**config.mk**
```make
export PLATFORM = sky130hd
export DESIGN_NAME = icy_metadata_stream_demux_top
export DESIGN_NICKNAME = d
export VERILOG_FILES = /design/src/hw/rtl/imd_pkg.sv /design/src/hw/rtl/imd_front.sv /design/src/hw/rtl/imd_queue.sv /design/src/hw/rtl/imd_back.sv /design/src/hw/rtl/icy_metadata_stream_demux_top.sv
export SDC_FILE = /design/constraint.sdc
export NUM_CORES = 1
export LEC_CHECK = 0
export BUFFER_PORTS_ARGS = -buffer_cell sky130_fd_sc_hd__clkbuf_2
export CAP_MARGIN = 20
export CORE_MARGIN = 4
export CORE_UTILIZATION = 50
export DETAILED_ROUTE_END_ITERATION = 6
export MAX_ROUTING_LAYER = met4
export PLACE_DENSITY = 0.69
export REMOVE_ABC_BUFFERS = 1
export SLEW_MARGIN = 20
export SYNTH_ARGS = -nofsm -noshare
export SYNTH_HDL_FRONTEND = slang
export SYNTH_SLANG_ARGS = --single-unit
```
**constraint.sdc**
```tcl
create_clock -name i_clk -period 9.41 [get_ports i_clk]
set_input_delay 0.4705 -clock i_clk [delete_from_list [all_inputs] [get_ports i_clk]]
set_output_delay 0.4705 -clock i_clk [all_outputs]
set_load 0.02 [all_outputs]
```
**src/hw/rtl/imd_pkg.sv**
```systemverilog
// Shared types and constants for the stream metadata demultiplexer.
// Used by the front, queue, back and top-level modules; no dependencies.
package imd_pkg;

    // Longest title run and the scan window within one metadata block.
    localparam int TITLE_MAX   = 48;
    localparam int SCAN_LIMIT  = 4096;
    localparam int TITLE_CNT_W = 6;
    localparam int TITLE_IDX_W = $clog2(TITLE_MAX);

    // Command queue between front and back.
    localparam int QUEUE_DEPTH = 4;
    localparam int QPTR_W      = $clog2(QUEUE_DEPTH);

    // Match progress codes for the title tag search.
    localparam logic [3:0] PAT_LEN      = 4'd12;
    localparam logic [3:0] STEP_SKIP    = 4'd12;
    localparam logic [3:0] STEP_CAPTURE = 4'd13;
    localparam logic [3:0] STEP_DONE    = 4'd14;
    localparam logic [3:0] STEP_OVER    = 4'd15;

    localparam logic [7:0] CHAR_SEMI = 8'h3B;
    localparam logic [7:0] CHAR_S    = 8'h53;

    // Result kind carried on tuser.
    typedef enum logic [1:0] {
        KIND_AUDIO = 2'd0,
        KIND_LEN   = 2'd1,
        KIND_META  = 2'd2,
        KIND_TITLE = 2'd3
    } t_kind;

    // One classified byte plus the length of the title run it releases.
    typedef struct packed {
        t_kind                   kind;
        logic [7:0]              data;
        logic [TITLE_CNT_W-1:0]  run;
    } t_cmd;

    // Title store write request from the front.
    typedef struct packed {
        logic                    en;
        logic [TITLE_IDX_W-1:0]  addr;
        logic [7:0]              data;
    } t_store_wr;

    // Characters of the tag "StreamTitle=".
    function automatic logic [7:0] tag_char(input logic [3:0] step);
        logic [7:0] c;
        case (step)
            4'd0:    c = 8'h53;
            4'd1:    c = 8'h74;
            4'd2:    c = 8'h72;
            4'd3:    c = 8'h65;
            4'd4:    c = 8'h61;
            4'd5:    c = 8'h6D;
            4'd6:    c = 8'h54;
            4'd7:    c = 8'h69;
            4'd8:    c = 8'h74;
            4'd9:    c = 8'h6C;
            4'd10:   c = 8'h65;
            4'd11:   c = 8'h3D;
            default: c = 8'h00;
        endcase
        return c;
    endfunction

endpackage

```
**src/hw/rtl/imd_front.sv**
```systemverilog
// Front end: accepts stream bytes, tracks framing, scans for the title tag.
// Depends on imd_pkg; feeds imd_queue and writes the title store in imd_back.
module imd_front (
    input  logic                   i_clk,
    input  logic                   i_rst_n,
    input  logic                   i_cfg_valid,
    input  logic [19:0]            i_cfg_data,
    input  logic                   s_axis_tvalid,
    output logic                   s_axis_tready,
    input  logic [7:0]             s_axis_tdata,     // stream_byte
    input  logic                   i_full,
    output logic                   o_push,
    output imd_pkg::t_cmd          o_cmd,
    output imd_pkg::t_store_wr     o_store_wr,
    input  logic                   i_run_done
);
    import imd_pkg::*;

    typedef enum logic [1:0] {
        PH_AUDIO = 2'b01,
        PH_META  = 2'b10
    } t_phase;

    localparam logic [12:0] SCAN_LAST = 13'(SCAN_LIMIT - 1);

    logic [19:0]            r_interval, n_interval;
    logic [19:0]            r_audio_left, n_audio_left;
    t_phase                 r_phase, n_phase;
    logic [11:0]            r_meta_left, n_meta_left;
    logic [11:0]            r_meta_pos, n_meta_pos;
    logic [3:0]             r_step, n_step;
    logic [TITLE_CNT_W-1:0] r_count, n_count;
    logic                   r_pending, n_pending;
    logic                   fire;
    logic [7:0]             b;

    assign b             = s_axis_tdata;
    assign s_axis_tready = !i_full && !r_pending;
    assign fire          = s_axis_tvalid && s_axis_tready;
    assign o_push        = fire;

    // Classify the byte and advance framing and the tag scan.
    always_comb begin
        n_interval   = r_interval;
        n_audio_left = r_audio_left;
        n_phase      = r_phase;
        n_meta_left  = r_meta_left;
        n_meta_pos   = r_meta_pos;
        n_step       = r_step;
        n_count      = r_count;
        o_cmd.kind   = KIND_AUDIO;
        o_cmd.data   = b;
        o_cmd.run    = '0;
        o_store_wr.en   = 1'b0;
        o_store_wr.addr = r_count[TITLE_IDX_W-1:0];
        o_store_wr.data = b;

        if (i_cfg_valid) begin
            n_interval   = i_cfg_data;
            n_audio_left = i_cfg_data;
            n_phase      = PH_AUDIO;
            n_meta_left  = '0;
            n_meta_pos   = '0;
            n_step       = '0;
            n_count      = '0;
        end else if (fire) begin
            case (r_phase)
                PH_META: begin
                    o_cmd.kind  = KIND_META;
                    n_meta_pos  = r_meta_pos + 12'd1;
                    n_meta_left = r_meta_left - 12'd1;
                    if (r_meta_left == 12'd1) begin
                        n_phase = PH_AUDIO;
                    end
                    // Tag scan on this metadata byte.
                    if (r_step == STEP_DONE) begin
                        n_step = r_step;
                    end else if ({1'b0, r_meta_pos} >= SCAN_LAST || b == 8'h00) begin
                        n_step = STEP_DONE;
                    end else if (r_step < PAT_LEN) begin
                        if (b == tag_char(r_step)) begin
                            n_step = r_step + 4'd1;
                        end else if (b == CHAR_S) begin
                            n_step = 4'd1;
                        end else begin
                            n_step = 4'd0;
                        end
                    end else if (r_step == STEP_SKIP) begin
                        n_step  = STEP_CAPTURE;
                        n_count = '0;
                    end else if (b == CHAR_SEMI) begin
                        n_step = STEP_DONE;
                        if (r_step == STEP_OVER) begin
                            o_cmd.run = TITLE_CNT_W'(TITLE_MAX);
                        end else if (r_count >= TITLE_CNT_W'(2)) begin
                            o_cmd.run = r_count - TITLE_CNT_W'(1);
                        end
                    end else if (r_step == STEP_CAPTURE) begin
                        if (r_count < TITLE_CNT_W'(TITLE_MAX)) begin
                            o_store_wr.en = 1'b1;
                            n_count       = r_count + TITLE_CNT_W'(1);
                        end else begin
                            n_step = STEP_OVER;
                        end
                    end
                end
                PH_AUDIO: begin
                    if (r_interval == 20'd0) begin
                        o_cmd.kind = KIND_AUDIO;
                    end else if (r_audio_left == 20'd0) begin
                        o_cmd.kind   = KIND_LEN;
                        n_audio_left = r_interval;
                        n_meta_left  = {b, 4'b0000};
                        n_meta_pos   = '0;
                        n_step       = '0;
                        n_count      = '0;
                        n_phase      = (b != 8'h00) ? PH_META : PH_AUDIO;
                    end else begin
                        n_audio_left = r_audio_left - 20'd1;
                    end
                end
                default: begin
                    n_phase = PH_AUDIO;
                end
            endcase
        end
    end

    // Hold off input while a title run is still being emitted.
    always_comb begin
        n_pending = r_pending;
        if (i_run_done) begin
            n_pending = 1'b0;
        end
        if (fire && o_cmd.run != '0) begin
            n_pending = 1'b1;
        end
    end

    always_ff @(posedge i_clk) begin
        if (!i_rst_n) begin
            r_interval   <= '0;
            r_audio_left <= '0;
            r_phase      <= PH_AUDIO;
            r_meta_left  <= '0;
            r_meta_pos   <= '0;
            r_step       <= '0;
            r_count      <= '0;
            r_pending    <= 1'b0;
        end else begin
            r_interval   <= n_interval;
            r_audio_left <= n_audio_left;
            r_phase      <= n_phase;
            r_meta_left  <= n_meta_left;
            r_meta_pos   <= n_meta_pos;
            r_step       <= n_step;
            r_count      <= n_count;
            r_pending    <= n_pending;
        end
    end

endmodule

```
**src/hw/rtl/imd_queue.sv**
```systemverilog
// Short command queue between the front and back ends.
// Depends on imd_pkg for the command type and depth.
module imd_queue (
    input  logic           i_clk,
    input  logic           i_rst_n,
    input  logic           i_push,
    input  imd_pkg::t_cmd  i_cmd,
    output logic           o_full,
    input  logic           i_pop,
    output logic           o_valid,
    output imd_pkg::t_cmd  o_cmd
);
    import imd_pkg::*;

    t_cmd              r_mem [QUEUE_DEPTH];
    logic [QPTR_W-1:0] r_wr_ptr, n_wr_ptr;
    logic [QPTR_W-1:0] r_rd_ptr, n_rd_ptr;
    logic [QPTR_W:0]   r_count, n_count;
    logic              do_push, do_pop;

    assign o_full  = (r_count == (QPTR_W+1)'(QUEUE_DEPTH));
    assign o_valid = (r_count != '0);
    assign o_cmd   = r_mem[r_rd_ptr];
    assign do_push = i_push && !o_full;
    assign do_pop  = i_pop && o_valid;

    // Pointer and fill bookkeeping.
    always_comb begin
        n_wr_ptr = do_push ? r_wr_ptr + QPTR_W'(1) : r_wr_ptr;
        n_rd_ptr = do_pop  ? r_rd_ptr + QPTR_W'(1) : r_rd_ptr;
        n_count  = r_count;
        if (do_push && !do_pop) begin
            n_count = r_count + (QPTR_W+1)'(1);
        end else if (do_pop && !do_push) begin
            n_count = r_count - (QPTR_W+1)'(1);
        end
    end

    always_ff @(posedge i_clk) begin
        if (!i_rst_n) begin
            r_wr_ptr <= '0;
            r_rd_ptr <= '0;
            r_count  <= '0;
        end else begin
            r_wr_ptr <= n_wr_ptr;
            r_rd_ptr <= n_rd_ptr;
            r_count  <= n_count;
        end
    end

    // Entry storage.
    always_ff @(posedge i_clk) begin
        if (do_push) begin
            r_mem[r_wr_ptr] <= i_cmd;
        end
    end

endmodule

```
**src/hw/rtl/imd_back.sv**
```systemverilog
// Back end: drains commands, holds the title store and drives the output stream.
// Depends on imd_pkg; fed by imd_queue and by title store writes from imd_front.
module imd_back (
    input  logic               i_clk,
    input  logic               i_rst_n,
    input  logic               i_q_valid,
    input  imd_pkg::t_cmd      i_q_cmd,
    output logic               o_q_pop,
    input  imd_pkg::t_store_wr i_store_wr,
    output logic               o_run_done,
    output logic               m_axis_tvalid,
    input  logic               m_axis_tready,
    output logic [7:0]         m_axis_tdata,     // data
    output logic [1:0]         m_axis_tuser,     // kind
    output logic               m_axis_tlast      // title_last
);
    import imd_pkg::*;

    typedef enum logic [2:0] {
        B_IDLE  = 3'b001,
        B_FETCH = 3'b010,
        B_TITLE = 3'b100
    } t_bstate;

    t_bstate                r_state, n_state;
    logic [TITLE_IDX_W-1:0] r_idx, n_idx;
    logic [TITLE_CNT_W-1:0] r_run, n_run;
    logic                   r_out_valid, n_out_valid;
    t_kind                  r_out_kind, n_out_kind;
    logic [7:0]             r_out_data, n_out_data;
    logic                   r_out_last, n_out_last;
    logic [7:0]             r_store [TITLE_MAX];
    logic [7:0]             r_rd_data;
    logic                   load_ok;
    logic                   is_last;

    assign load_ok = !r_out_valid || m_axis_tready;
    assign is_last = (TITLE_CNT_W'(r_idx) == r_run - TITLE_CNT_W'(1));

    // Title store: written by the front, read at the current run index.
    always_ff @(posedge i_clk) begin
        if (i_store_wr.en) begin
            r_store[i_store_wr.addr] <= i_store_wr.data;
        end
        r_rd_data <= r_store[r_idx];
    end

    // Emit each byte's own result, then any title run it releases.
    always_comb begin
        n_state     = r_state;
        n_idx       = r_idx;
        n_run       = r_run;
        n_out_valid = r_out_valid && !m_axis_tready;
        n_out_kind  = r_out_kind;
        n_out_data  = r_out_data;
        n_out_last  = r_out_last;
        o_q_pop     = 1'b0;
        o_run_done  = 1'b0;
        case (r_state)
            B_IDLE: begin
                if (i_q_valid && load_ok) begin
                    o_q_pop     = 1'b1;
                    n_out_valid = 1'b1;
                    n_out_kind  = i_q_cmd.kind;
                    n_out_data  = i_q_cmd.data;
                    n_out_last  = 1'b0;
                    if (i_q_cmd.run != '0) begin
                        n_run   = i_q_cmd.run;
                        n_idx   = '0;
                        n_state = B_FETCH;
                    end
                end
            end
            B_FETCH: begin
                n_state = B_TITLE;
            end
            B_TITLE: begin
                if (load_ok) begin
                    n_out_valid = 1'b1;
                    n_out_kind  = KIND_TITLE;
                    n_out_data  = r_rd_data;
                    n_out_last  = is_last;
                    if (is_last) begin
                        o_run_done = 1'b1;
                        n_state    = B_IDLE;
                    end else begin
                        n_idx   = r_idx + TITLE_IDX_W'(1);
                        n_state = B_FETCH;
                    end
                end
            end
            default: begin
                n_state = B_IDLE;
            end
        endcase
    end

    always_ff @(posedge i_clk) begin
        if (!i_rst_n) begin
            r_state     <= B_IDLE;
            r_out_valid <= 1'b0;
            r_idx       <= '0;
            r_run       <= '0;
        end else begin
            r_state     <= n_state;
            r_out_valid <= n_out_valid;
            r_idx       <= n_idx;
            r_run       <= n_run;
        end
    end

    // Output payload.
    always_ff @(posedge i_clk) begin
        r_out_kind <= n_out_kind;
        r_out_data <= n_out_data;
        r_out_last <= n_out_last;
    end

    assign m_axis_tvalid = r_out_valid;
    assign m_axis_tdata  = r_out_data;
    assign m_axis_tuser  = r_out_kind;
    assign m_axis_tlast  = r_out_last;

`ifndef SYNTHESIS
    // Title reads never run past the store.
    a_idx_range: assert property (@(posedge i_clk) disable iff (!i_rst_n)
        (r_state != B_IDLE) |-> (TITLE_CNT_W'(r_idx) < r_run))
        else $error("title index past run length");

    // A fetch cycle always hands over to the title emit step.
    a_fetch_next: assert property (@(posedge i_clk) disable iff (!i_rst_n)
        (r_state == B_FETCH) |=> (r_state == B_TITLE))
        else $error("fetch not followed by title step");

    // The last-character flag only marks title results.
    a_last_kind: assert property (@(posedge i_clk) disable iff (!i_rst_n)
        (r_out_valid && r_out_last) |-> (r_out_kind == KIND_TITLE))
        else $error("title_last on a non-title result");

    // No command is drained while a title run is in progress.
    a_no_pop_in_run: assert property (@(posedge i_clk) disable iff (!i_rst_n)
        (r_state != B_IDLE) |-> !o_q_pop)
        else $error("queue popped during title run");
`endif

endmodule

```
**src/hw/rtl/icy_metadata_stream_demux_top.sv**
```systemverilog
// A byte's result goes through the command queue into the output register.
// Throughput: one stream byte per cycle while no title run holds the input; a
// stalled output backs up through the four-entry command queue to the input.
// Each title character is read from the title store, then loaded into the output;
// input is held from the terminating ';' transfer until the last character loads.
// Reset: synchronous, active-low i_rst_n clears the control registers only.
module icy_metadata_stream_demux_top (
    input  logic        i_clk,
    input  logic        i_rst_n,
    input  logic        i_cfg_valid,
    output logic        o_cfg_ready,
    input  logic [19:0] i_cfg_data,
    input  logic        s_axis_tvalid,
    output logic        s_axis_tready,
    input  logic [7:0]  s_axis_tdata,     // stream_byte
    output logic        m_axis_tvalid,
    input  logic        m_axis_tready,
    output logic [7:0]  m_axis_tdata,     // data
    output logic [1:0]  m_axis_tuser,     // kind
    output logic        m_axis_tlast      // title_last
);
    import imd_pkg::*;

    t_cmd      push_cmd, head_cmd;
    t_store_wr store_wr;
    logic      push, full, pop, head_valid, run_done;

    // The register is always writable.
    assign o_cfg_ready = 1'b1;

    imd_front u_front (
        .i_clk        (i_clk),
        .i_rst_n      (i_rst_n),
        .i_cfg_valid  (i_cfg_valid),
        .i_cfg_data   (i_cfg_data),
        .s_axis_tvalid(s_axis_tvalid),
        .s_axis_tready(s_axis_tready),
        .s_axis_tdata (s_axis_tdata),
        .i_full       (full),
        .o_push       (push),
        .o_cmd        (push_cmd),
        .o_store_wr   (store_wr),
        .i_run_done   (run_done)
    );

    imd_queue u_queue (
        .i_clk  (i_clk),
        .i_rst_n(i_rst_n),
        .i_push (push),
        .i_cmd  (push_cmd),
        .o_full (full),
        .i_pop  (pop),
        .o_valid(head_valid),
        .o_cmd  (head_cmd)
    );

    imd_back u_back (
        .i_clk        (i_clk),
        .i_rst_n      (i_rst_n),
        .i_q_valid    (head_valid),
        .i_q_cmd      (head_cmd),
        .o_q_pop      (pop),
        .i_store_wr   (store_wr),
        .o_run_done   (run_done),
        .m_axis_tvalid(m_axis_tvalid),
        .m_axis_tready(m_axis_tready),
        .m_axis_tdata (m_axis_tdata),
        .m_axis_tuser (m_axis_tuser),
        .m_axis_tlast (m_axis_tlast)
    );

endmodule

```
# Yosys cells after proc, flatten, opt, wreduce, memory -nomap -nowiden
# Memory sizes are Yosys's and may differ from the RTL's. A register that Yosys moved wholly into a read port is not among the register bits.
# Index checks and enable logic that the tools add are counted.
# word_totals
reg_bits	111
mem_bits_rw	448
romBits	112
inputBits	33
output_inout_bits	14
elab_cells	217
memories	3
# mem_list
memory	words	width	rd	rd_clocked_by_memory_dff	wr	line	text
u_back.r_store	48	8	1	1	1	imd_back.sv:32	logic [7:0] r_store [TITLE_MAX];
(no name shown)	16	7	1	1	0	imd_pkg.sv:50	case (step)
u_queue.r_mem	4	16	1	1	1	imd_queue.sv:15	t_cmd r_mem [QUEUE_DEPTH];
# classes
addsub	12
n_lt_le_gt_ge	4
eq_ne	31
mux	108
n_bitwise	1
n_reduce_logical	40
# op_table
cell	n
$mux W6	23
$mux W20	5
$mux W8	8
$mux W12	4
$mux W4	12
$pmux W12 S2	2
$logic_not A20 Y1	2
$mux W1	27
$mux W2	12
$pmux W6 S2	2
$sub A20 B1 Y20 const B	1
$eq A4 B4 Y1 const B	4
$pmux W8 S2	1
$mux W3	5
$add A12 B1 Y12 const B	1
$add A6 B1 Y6 const B	2
$eq A12 B1 Y1 const B	1
$ge A12 B12 Y1 const B	1
$ne A2 B2 Y1 const B	6
$pmux W2 S2	3
$reduce_and A3 Y1	4
$reduce_bool A2 Y1	6
$reduce_bool A6 Y1	2
$sub A12 B1 Y12 const B	1
37 further kinds	61

# Depth between registers and ports, before layout
# Gate-level depths: netlist (run 1).
# logic_depth
ltp_word	15
ltp_mapped	13
mapped_depth_nobuf	13

# Cells and area by module
# A second synthesis (run 1) with hierarchy kept.
# hier_totals
hier_cells	1634
hier_area_um2	24359.6
# modules_own_cells
module	n_inst	cells_per_inst	area_per_inst_um2	seq_area_each_um2
imd_back	1	865	16492.1	12341.8
imd_front	1	635	5048.6	1681.6
imd_queue	1	132	2807.7	2102.0
icy_metadata_stream_demux_top	1	2	11.3	0.0

# Worst setup path after synthesis (run 1)
# OpenSTA, ideal clock, no wires.
# synth_timing
path_kind	reg2reg
startpoint	register u_front.r_audio_left[0]
endpoint	register with a tool-made name
setup_time_ns	0.082
arrival_time_ns	3.027
required_time_ns	9.328
path_slack_ns	6.301
stages_incl_launch_ff	11
n_path_buf	0
synth_period_minus_slack_ns	3.109
path_cell_list	dfxtp_1 inv_1 ha_1 nor3b_1 and3_1 o211ai_2 a2111o_1 mux2_2 ha_1 or4_1 o221ai_1
# synth_lines
element	line	text
start, declared	imd_front.sv:27	logic [19:0] r_audio_left, n_audio_left;
start signal, assigned	imd_front.sv:152	r_audio_left <= n_audio_left;

# Worst setup path after layout (run 1)
# layout_timing
startpoint	register u_queue.r_count[0]
endpoint	memory u_back.r_store[19][3] (enable)
# layout_via
elab_chain_len	8
# layout_lines
element	line	text
start, declared	imd_queue.sv:18	logic [QPTR_W:0] r_count, n_count;
start signal, assigned	imd_queue.sv:47	r_count <= n_count;
$eq A3 B3 Y1	imd_queue.sv:21	assign o_full = (r_count == (QPTR_W+1)'(QUEUE_DEPTH));
$logic_not A1 Y1	imd_front.sv:38	assign s_axis_tready = !i_full && !r_pending;
$logic_and A1 B1 Y1	imd_front.sv:38	
$logic_and A1 B1 Y1	imd_front.sv:39	assign fire = s_axis_tvalid && s_axis_tready;
$mux W1	imd_front.sv:66	end else if (fire) begin
$mux W1	imd_front.sv:58	if (i_cfg_valid) begin
$mux W1	imd_back.sv:42	if (i_store_wr.en) begin
$mux W1 (implied by the code)	imd_back.sv:43	r_store[i_store_wr.addr] <= i_store_wr.data;
end, declared	imd_back.sv:32	
# Every way passes these cells.

==> results.toml, run 1 <==
[drt]
routed_wirelength_mm = 52.5
via_per_inst = 5.97
drc = 0
antenna_left = 0
first_iter_violations = 1524
vias = 13200
wl_per_cell_um = 23.7
first_pass_iters = 5

[clock_network]
htree_levels = 2
clk_pin_slew_ns = 0.06
postCtsResizedCells = 0
post_cts_buffers = 0
postCtsHoldBufs = 0
clk_latency_ns = 0.62
clockRootBuffer = "clkbuf_16"
clockBufferDepth = 3
clock-sinks = 576
cts_tree = "yes"
numCtsBuffers = 56

[placed_design]
postPlaceCellArea_um2 = 24600
gp_congestion = 0.847
io_buffers = 45
detailed_place_hpwl_mm = 33.3
pre_cts_ws_ns = 5.04

[logic_synthesis]
synthFlopType = "edfxtp_1"
syn_inst = 1508
synth_area_per_cell_um2 = 15.7
synth_cell_types = 69
yosysSeqAreaShare = 0.680
synth_edf_count = 459
synthesis.area_um2 = 23700
ys_ff_latch = 576
async_flop_share = 0
yosys_warnings = 0

[critical_path]
crit_family = "simple AND/OR/NAND/NOR gates"
cp_slowest_cell = "nor2_1"
timing_worst_setup_path_type = "reg2reg"
arrival_ns = 4.00
crit_chain = "or3b_2 -> and2_1 -> nand2_1 -> clkinv_1 -> nand4_1 -> or4_1 -> nor2_1 -> nand2_1 -> nor2_1"
crit_path_end_kind = "flop"
worstPathMaxFanout = 9
required_ns = 9.66
max_stage_delay_ns = 0.70
start_kind = "flop"
critPathBufInv = 1

[timing]
slew_headroom = 0.284
finalSetupViolations = 0
tns_ns = 0
hold_viol_final = 0
rsz0062_at_grt = "no"
period_needed_ns = 3.75
fmax_mhz = 266
min_period_over_period = 0.399
hold-worst-slack_ns = 0.121
finClkSkew_ns = 0.0255
finalWorstSetupSlack_ns = 5.66
worst_pin_slew_ns = 1.07
slew_viol_final = 0

[floorplanning]
die_w_um = 226
core_um2 = 46800
ioPinCount = 47
start_util = 0.507
die-area_um2 = 51000
die_h_um = 226
rows = 79

[outcome]
status = "finished, final reports clean"

[global_routing]
grt_remaining_overflow = 0
antenna_found_initial = 0
grt_max_degree = 67
grt_pass1_vias = 12900
grt_pass1_wl_mm = 80.0
grt_use_total = 0.214

[layout]
final_cell_mix = "edfxtp_1 (459), nor2_1 (162), mux4_2 (136)"
finalInstanceArea_um2 = 26500
fin_nets = 1615
antenna_cells = 0
drive_above_1_share = 0.198
mostFrequentLayoutCell = "edfxtp_1"
area_growth_pct = 11.8

[power_and_ir_drop]
powerDensity_nw_per_um2 = 232
power_leakage_nw = 8.57
ir_drop_v = 0.000117

[flow_run]
cap_violations = 0

[min_path]
hold_path.class = "in2reg"
[per-layer routing]
| metal | GRT usage | part of all wire |
|---|---|---|
| met2 | 0.330 | 0.48 |
| met3 | 0.0407 | 0.059 |
| met4 | 0.0561 | 0.026 |
| met5 | - | 0 |
| met1 | 0.298 | 0.43 |
[sequential cells by signal, summed over array words and instances, names as in the netlist, 6 cells and up, named ones only]
signal and flops:
u_back.m_axis_tdata 8, u_back.r_idx 6, u_back.r_rd_data 8, u_back.r_run 6
u_back.r_store 384, u_front.r_audio_left 20, u_front.r_count 6, u_front.r_interval 20
u_front.r_meta_left 12, u_front.r_meta_pos 12, u_queue.r_mem 64
[Yosys cell counts, types with 5 or more instances]
master | n | share of area
edfxtp_1 | 459 | 0.58
o221ai_1 | 7 | 0.0026
ha_1 | 24 | 0.013
nand2b_1 | 12 | 0.0032
xor2_1 | 19 | 0.0070
inv_1 | 36 | 0.0057
nor3_1 | 28 | 0.0059
dfxtp_1 | 117 | 0.099
nor3b_1 | 5 | 0.0016
a22oi_1 | 6 | 0.0019
nor2b_1 | 7 | 0.0018
and3_1 | 6 | 0.0016
mux2_2 | 9 | 0.0043
and2_1 | 14 | 0.0037
a31oi_1 | 6 | 0.0016
clkbuf_1 | 54 | 0.0085
nand4_1 | 11 | 0.0029
or3_1 | 13 | 0.0034
o21ai_0 | 53 | 0.011
a21oi_1 | 58 | 0.012
o31ai_1 | 6 | 0.0019
nor2_1 | 162 | 0.026
nor4_1 | 12 | 0.0032
a211oi_1 | 7 | 0.0022
nand3_1 | 23 | 0.0049
buf_1 | 18 | 0.0028
nand2_1 | 74 | 0.012
or4_1 | 9 | 0.0028
mux2i_1 | 28 | 0.012
xnor2_1 | 23 | 0.0085
mux4_2 | 136 | 0.13
[worst min-delay path, delay by kind of cell]
kind / cells / cell delay, ns
buf+inv: 1 / 0.09
simple gates: 1 / 0.07
mux: 1 / 0.06
[area by class of cell]
type,count,area (um2)
Timing Repair Buffer,65,375
Clock inverter,37,419
Inverter,38,143
Multi-Input combinational cell,820,7180
Sequential cell,576,16100
Clock buffer,69,1510
Fill cell,3572,20200
Tap cell,607,759
[report_power, final]
| group | switching, mW | leakage, nW | total (mW) | internal [mW] |
|---|---|---|---|---|
| Sequential | 0.101 | 5.08 | 2.97 | 2.87 |
| Clock | 0.940 | 0.942 | 2.33 | 1.39 |
| Combinational | 0.474 | 2.55 | 0.860 | 0.385 |
[per-stage QoR]
step / cells / utilization / power [mW]
floorplan: 1434 / - / 3.63
global placement: 2105 / 0.526 / 3.87
detailed placement: 2106 / 0.526 / 3.89
CTS: 2212 / 0.567 / 6.21
global route: 2212 / 0.567 / 6.40
finish: 2212 / 0.567 / 6.16
[path summary, 6_finish.rpt]
kind                                                 startpoint                                 end  slack [ns]  cells past startpoint
worst max-delay path            u_queue.r_count[0]$_SDFFE_PN0P_     u_back.r_store[19][3]$_DFFE_PP_        5.66                      9
worst min-delay path                              i_cfg_data[4]  u_front.r_interval[4]$_SDFFE_PN0P_        0.12                      3
worst max register to register  u_queue.r_count[0]$_SDFFE_PN0P_     u_back.r_store[19][3]$_DFFE_PP_        5.66                      9
worst min register to register   u_back.r_state[0]$_SDFFE_PN1P_      u_back.r_state[2]$_SDFFE_PN0P_        0.47                      1
[logic make-up (layout without fill, tap and decap cells)]
| family | count (synthesis) | after routing | share of synthesized area |
|---|---|---|---|
| xor gates and xnor gates | 42 | 42 | 0.0155 |
| adders and majority gates | 25 | 25 | 0.0135 |
| and+or+nand+nor | 396 | 396 | 0.0796 |
| DFF | 576 | 576 | 0.680 |
| AOI/OAI and AO/OA | 183 | 183 | 0.0483 |
| muxes | 173 | 173 | 0.145 |
| other | 1 | 1 | 0.000158 |
| buffers and inverters | 112 | 209 | 0.0179 |
(Power assumes the default switching activity.)
==> inputs of run 2 (changes only) <==
==> constraint.sdc (replaced) <==
create_clock -name i_clk -period 3.81 [get_ports i_clk]
set_input_delay 0.1905 -clock i_clk [delete_from_list [all_inputs] [get_ports i_clk]]
set_output_delay 0.1905 -clock i_clk [all_outputs]
set_load 0.02 [all_outputs]
==> run 2 against run 1 <==
  * Setup slack got worse by 5.3 ns
  * Worst hold slack lost 0.078 ns
  * Design area increased by 2.5%
  * Clock skew decreased by 0.010 ns
  * Die area is the same
  * Flip-flop and latch count is the same
  * Clock power up 140%
  * Sequential power up 150%
  * Via count up 2.9%
  * Final cell count rose by 3.9%
==> results.toml, run 2 (same netlist as run 1, synthesis figures left out) <==
[outcome]
status = "finished, final reports clean"

[timing]
finClkSkew_ns = 0.0152
min_period_over_period = 0.908
tns_ns = 0
hold_viol_final = 0
slew_viol_final = 0
slew_headroom = 0.406
rsz0062_at_grt = "no"
finalWorstSetupSlack_ns = 0.350
worst_pin_slew_ns = 0.891
finalSetupViolations = 0
period_needed_ns = 3.46
fmax_mhz = 289

[floorplanning]
start_util = 0.507
rows = 79
core_um2 = 46800
die-area_um2 = 51000
die_h_um = 226
ioPinCount = 47
die_w_um = 226

[global_routing]
grt_pass1_vias = 13600
grt_remaining_overflow = 0
antenna_found_initial = 2
grt_max_degree = 54
grt_use_total = 0.214
grt_pass1_wl_mm = 80.9

[layout]
top_register = "u_back.r_store"
regArea_um2 = 16100
post-route-util = 0.581
n_fill_cell = 3462
area_growth_pct = 14.6
finalInstanceArea_um2 = 27200
drive_above_1_share = 0.223
top_regs = "u_back.r_store (384), u_queue.r_mem (64)"
final_cell_mix = "edfxtp_1 (459), nor2_1 (162), mux4_2 (136)"
fin_nets = 1702
mostFrequentLayoutCell = "edfxtp_1"
multi_input_area_um2 = 7180
largest_reg_flops = 384

[placed_design]
detailed_place_hpwl_mm = 33.8
pre_cts_ws_ns = 0.400
gp_congestion = 0.858
io_buffers = 45
postPlaceCellArea_um2 = 25100

[flow_run]
cap_violations = 0

[clock_network]
clockRootBuffer = "clkbuf_16"
postCtsResizedCells = 0
clockBufferDepth = 3
numCtsBuffers = 57
htree_levels = 2
postCtsHoldBufs = 21
cts_tree = "yes"
clk_latency_ns = 0.61
clock-sinks = 576
post_cts_buffers = 0
clk_pin_slew_ns = 0.06

[drt]
first_iter_violations = 1461
via_per_inst = 5.91
vias = 13600
routed_wirelength_mm = 52.2
wl_per_cell_um = 22.7
antenna_left = 0
drc = 0
first_pass_iters = 7

[critical_path]
start_kind = "flop"
crit_path_end_kind = "flop"
worstPathMaxFanout = 5
arrival_ns = 3.99
required_ns = 4.34
timing_worst_setup_path_type = "reg2reg"

[power_and_ir_drop]
powerDensity_nw_per_um2 = 552
ir_drop_v = 0.000361
power_leakage_nw = 8.96

[min_path]
hold_path.class = "in2reg"
[run 2: cell count changes in the layout (fill, tap and decap cells not counted), moves of 2 or more]
cell,previous run,this run
clkbuf_8,4,0
diode_2,0,2
buf_4,20,81
clkbuf_1,8,12
bufinv_16,9,6
buf_12,0,4
clkinvlp_2,0,3
dlygate4sd3_1,0,21
clkinv_8,0,2
[run 2: through the flow]
| step | hold slack, ns | total power [mW] | std cells |
|---|---|---|---|
| after floorplan | 0.289 | 8.96 | 1434 |
| after global placement | 0.439 | 9.61 | 2171 |
| after detailed placement | 0.446 | 9.65 | 2171 |
| after CTS | 0.0164 | 15.2 | 2297 |
| after global routing | 0.0412 | 15.6 | 2299 |
| final | 0.0434 | 15.0 | 2299 |
[run 2: worst paths after layout]
path / slack (ns) / startpoint / cells after the start / endpoint
max: 0.35 / u_front.r_audio_left[0]$_SDFFE_PN0P_ / 11 / flop
min: 0.04 / s_axis_tdata[5] / 1 / u_back.r_store[14][5]$_DFFE_PP_
max reg2reg: 0.35 / u_front.r_audio_left[0]$_SDFFE_PN0P_ / 11 / flop
min reg2reg: 0.46 / u_back.r_state[0]$_SDFFE_PN1P_ / 1 / u_back.r_state[2]$_SDFFE_PN0P_
[run 2: power breakdown]
part / leakage [nW] / internal (mW) / switching, mW
clock: 0.886 / 3.16 / 2.33
sequential: 5.08 / 7.08 / 0.231
combinational: 3.00 / 1.01 / 1.19
total: 8.96 / 11.3 / 3.76
[run 2: per-layer routing]
layer | GRT usage | wire [um] | up-vias
met4 | 0.0757 | 1670 | 0
li1 | - | - | 6135
met3 | 0.0394 | 3610 | 102
met1 | 0.289 | 21600 | 6898
met5 | - | 0 | -
met2 | 0.331 | 25300 | 448
[run 2: critical path, stage by stage, from the launching register on]
cell      delay, ns
dfxtp_1        0.35
inv_1          0.07
ha_1           0.20
nor3b_1        0.45
and3_1         0.32
o211ai_2       0.17
a2111o_1       0.52
a22o_1         0.24
nand2_1        0.17
ha_1           0.29
or4_1          0.52
o221ai_1       0.07
[run 2: final cells by class]
cell class              count  share of cell area
multi-input cells         820               0.264
well taps                 607              0.0279
flip-flops and latches    576               0.594
clock buffers              69              0.0541
diodes                      2            0.000184
clock inverters            36              0.0134
repair buffers            151              0.0413
inverters                  38             0.00525
==> inputs of run 3 (changes only) <==
--- a/config.mk
+++ b/config.mk
@@ -9,6 +9,7 @@
 export CAP_MARGIN = 20
 export CORE_MARGIN = 4
 export CORE_UTILIZATION = 50
+export CTS_CLUSTER_DIAMETER = 60
 export DETAILED_ROUTE_END_ITERATION = 6
 export MAX_ROUTING_LAYER = met4
 export PLACE_DENSITY = 0.69
@@ -16,4 +17,5 @@
 export SLEW_MARGIN = 20
 export SYNTH_ARGS = -nofsm -noshare
 export SYNTH_HDL_FRONTEND = slang
+export SYNTH_HIERARCHICAL = 1
 export SYNTH_SLANG_ARGS = --single-unit
==> run 3 against run 2 <==
  * Count of clock-buffer cells in the layout grew 7
  * Non-clock buffer count grew 15
  * Global-route usage grew 1.0 points
  * Clock power grew 4.2%
  * Register-to-register slack gained 0.02 ns
  * Via count grew 7.5%
  * Power shrank 3.9%
  * Maximum frequency grew 0.72%
  * First-iteration DRC count shrank 3.8%
  * Area after synthesis grew 2.7%
  * Critical path depth shrank 1
  * Critical path type unchanged
  * Largest cell class unchanged
==> results.toml, run 3 <==
[placed_design]
detailed_place_hpwl_mm = 37.2
gp_congestion = 0.893
io_buffers = 45

[critical_path]
required_ns = 4.32
startpoint = "u_front/r_audio_left[1]$_SDFFE_PN0P_"
start_kind = "flop"
crit_top_cell = "ha_1"
reg2reg_depth = 10
arrival_ns = 3.94
cp_slowest_cell = "or4_1"
crit_path_end_kind = "flop"
reg2reg_slack_ns = 0.37
worstPathMaxFanout = 7
crit_chain = "inv_1 -> ha_1 -> or3b_1 -> nor3_4 -> o2111ai_2 -> a211oi_4 -> mux2_2 -> ha_1 -> or4_1 -> o311ai_1"
crit_family = "simple AND/OR/NAND/NOR gates"
crit_cells = 10
max_stage_delay_ns = 0.53
r2r_start = "u_front/r_audio_left[1]$_SDFFE_PN0P_"
critPathBufInv = 1
timing_worst_setup_path_type = "reg2reg"

[drt]
wl_per_cell_um = 23.4
vias = 14600
antenna_left = 0
first_pass_iters = 6
via_per_inst = 6.02
drc = 0
first_iter_violations = 1406
routed_wirelength_mm = 56.8

[logic_synthesis]
synthTopCellsByCount = "edfxtp_1 (459), nor2_1 (126), dfxtp_1 (117)"
syn_inst = 1634
synth_edf_count = 459
yosys_warnings = 6
synth_most_common_cell = "edfxtp_1"
synth_top_area_share = 0.566
synth_area_leader_cell = "edfxtp_1"
synth_cell_types = 88
synth_area_per_cell_um2 = 14.9
ys_ff_latch = 576
async_flop_share = 0
synthesis.area_um2 = 24400
synthFlopType = "edfxtp_1"
synth.area.top_cells = "edfxtp_1 (57%), dfxtp_1 (9.6%), mux4_2 (9.2%)"
yosysSeqAreaShare = 0.662

[timing]
rsz0062_at_grt = "no"
tns_ns = 0
slew_headroom = 0.366
slew_viol_final = 0
min_period_over_period = 0.902
fmax_mhz = 291
hold-worst-slack_ns = 0.0110
hold_viol_final = 0
finClkSkew_ns = 0.0176
period_needed_ns = 3.44
finalSetupViolations = 0
worst_pin_slew_ns = 0.938

[flow_run]
cap_violations = 0

[layout]
top_regs = "u_back/r_store (384), u_queue/r_mem (64)"
drive_above_1_share = 0.206
area_growth_pct = 14.0
fin_nets = 1819
post-route-util = 0.579
mostFrequentLayoutCell = "edfxtp_1"
n_fill_cell = 3602
final_cell_mix = "edfxtp_1 (459), nor2_1 (126), dfxtp_1 (114)"
largest_reg_flops = 384
top_register = "u_back/r_store"

[outcome]
status = "finished, final reports clean"

[clock_network]
clk_pin_slew_ns = 0.06
clk_latency_ns = 0.61
clockBufferDepth = 3
post_cts_buffers = 0
postCtsResizedCells = 0
clock-sinks = 576
postCtsHoldBufs = 22
htree_levels = 2
cts_tree = "yes"
numCtsBuffers = 57
clockRootBuffer = "clkbuf_16"

[floorplanning]
ioPinCount = 47
die_w_um = 229
die-area_um2 = 52300
die_h_um = 229
start_util = 0.508
rows = 80
core_um2 = 47900

[global_routing]
grt_max_degree = 68
grt_use_total = 0.224
grt_pass1_vias = 14800
grt_pass1_wl_mm = 88.3
antenna_found_initial = 1
grt_remaining_overflow = 0

[min_path]
hold_path.class = "in2reg"

[power_and_ir_drop]
ir_drop_v = 0.000362
power_leakage_nw = 9.02
powerDensity_nw_per_um2 = 520
power.total_mw = 14.4
## run 3: changes by cell type after synthesis, sizes merged, moves of 12 or more
| cell | before | now |
|---|---|---|
| nor2b | 7 | 29 |
| mux4 | 136 | 99 |
| o22ai | 1 | 13 |
| nand2 | 74 | 112 |
| nor2 | 162 | 127 |
| a21boi | 0 | 26 |
| nor3 | 29 | 41 |
| mux2i | 28 | 68 |
| nand3 | 23 | 36 |
| buf | 20 | 53 |
## run 3: worst reg2reg max path, cell delays in order, from the launching register on
cell,delay (ns)
dfxtp_1,0.33
inv_1,0.10
ha_1,0.23
or3b_1,0.49
nor3_4,0.19
o2111ai_2,0.22
a211oi_4,0.46
mux2_2,0.46
ha_1,0.21
or4_1,0.53
o311ai_1,0.10
## run 3: cells by family after synthesis
group | Yosys count | synth area share
xor+xnor | 35 | 0.0126
other cells | 1 | 0.000154
flops | 576 | 0.662
mux | 180 | 0.125
simple gates | 450 | 0.0926
buf+inv | 130 | 0.0261
fa+ha+maj | 24 | 0.0126
compound gates | 238 | 0.0684
## run 3: how the worst min path moves through the flow
stage | start | endpoint | slack (ns) | cells after the start
2_1_floorplan | s_axis_tdata[0] | u_back/r_store[0][0]$_DFFE_PP_ | 0.29 | 0
3_3_place_gp | i_cfg_data[10] | u_front/r_audio_left[10]$_SDFFE_PN0P_ | 0.44 | 2
3_5_place_dp | i_cfg_data[10] | u_front/r_audio_left[10]$_SDFFE_PN0P_ | 0.44 | 2
4_1_cts | s_axis_tdata[6] | u_back/r_store[42][6]$_DFFE_PP_ | 0.006 | 1
5_1_grt | s_axis_tdata[6] | u_back/r_store[42][6]$_DFFE_PP_ | 0.03 | 1
6_report | s_axis_tdata[6] | u_back/r_store[42][6]$_DFFE_PP_ | 0.01 | 1
## run 3: power breakdown
group          internal (mW)  total [mW]  switching, mW  leakage [nW]
Combinational          0.593        1.43          0.840          3.00
Sequential              7.07        7.26          0.189          5.10
Clock                   3.38        5.73           2.35         0.923
## run 3: metal layers
metal / GRT usage / vias to the layer above / routed length, um
li1: - / 6588 / -
met4: 0.0568 / 0 / 1390
met3: 0.0336 / 90 / 3270
met1: 0.290 / 7447 / 22900
met2: 0.376 / 482 / 29200
met5: - / - / 0
## run 3: area by class of cell
cell class                      instances  area (um2)  area share
Antenna cell                            1        2.50   0.0000902
Clock buffer                           76        1570      0.0566
Clock inverter                         32         359      0.0129
Inverter                               33         124     0.00446
Multi-Input combinational cell        928        7600       0.274
Sequential cell                       576       16100       0.581
Tap cell                              615         769      0.0277
Timing Repair Buffer                  166        1200      0.0433
## run 3: through the flow
| step | instance area (um2) | setup WS (ns) | std cells |
|---|---|---|---|
| global placement | 25600 | 0.504 | 2296 |
| global route | 27800 | 0.126 | 2427 |
| finish | 27800 | 0.374 | 2427 |
| detailed placement | 25600 | 0.432 | 2296 |
| CTS | 27800 | 0.396 | 2426 |
| floorplan | 23800 | -1.23 | 1537 |
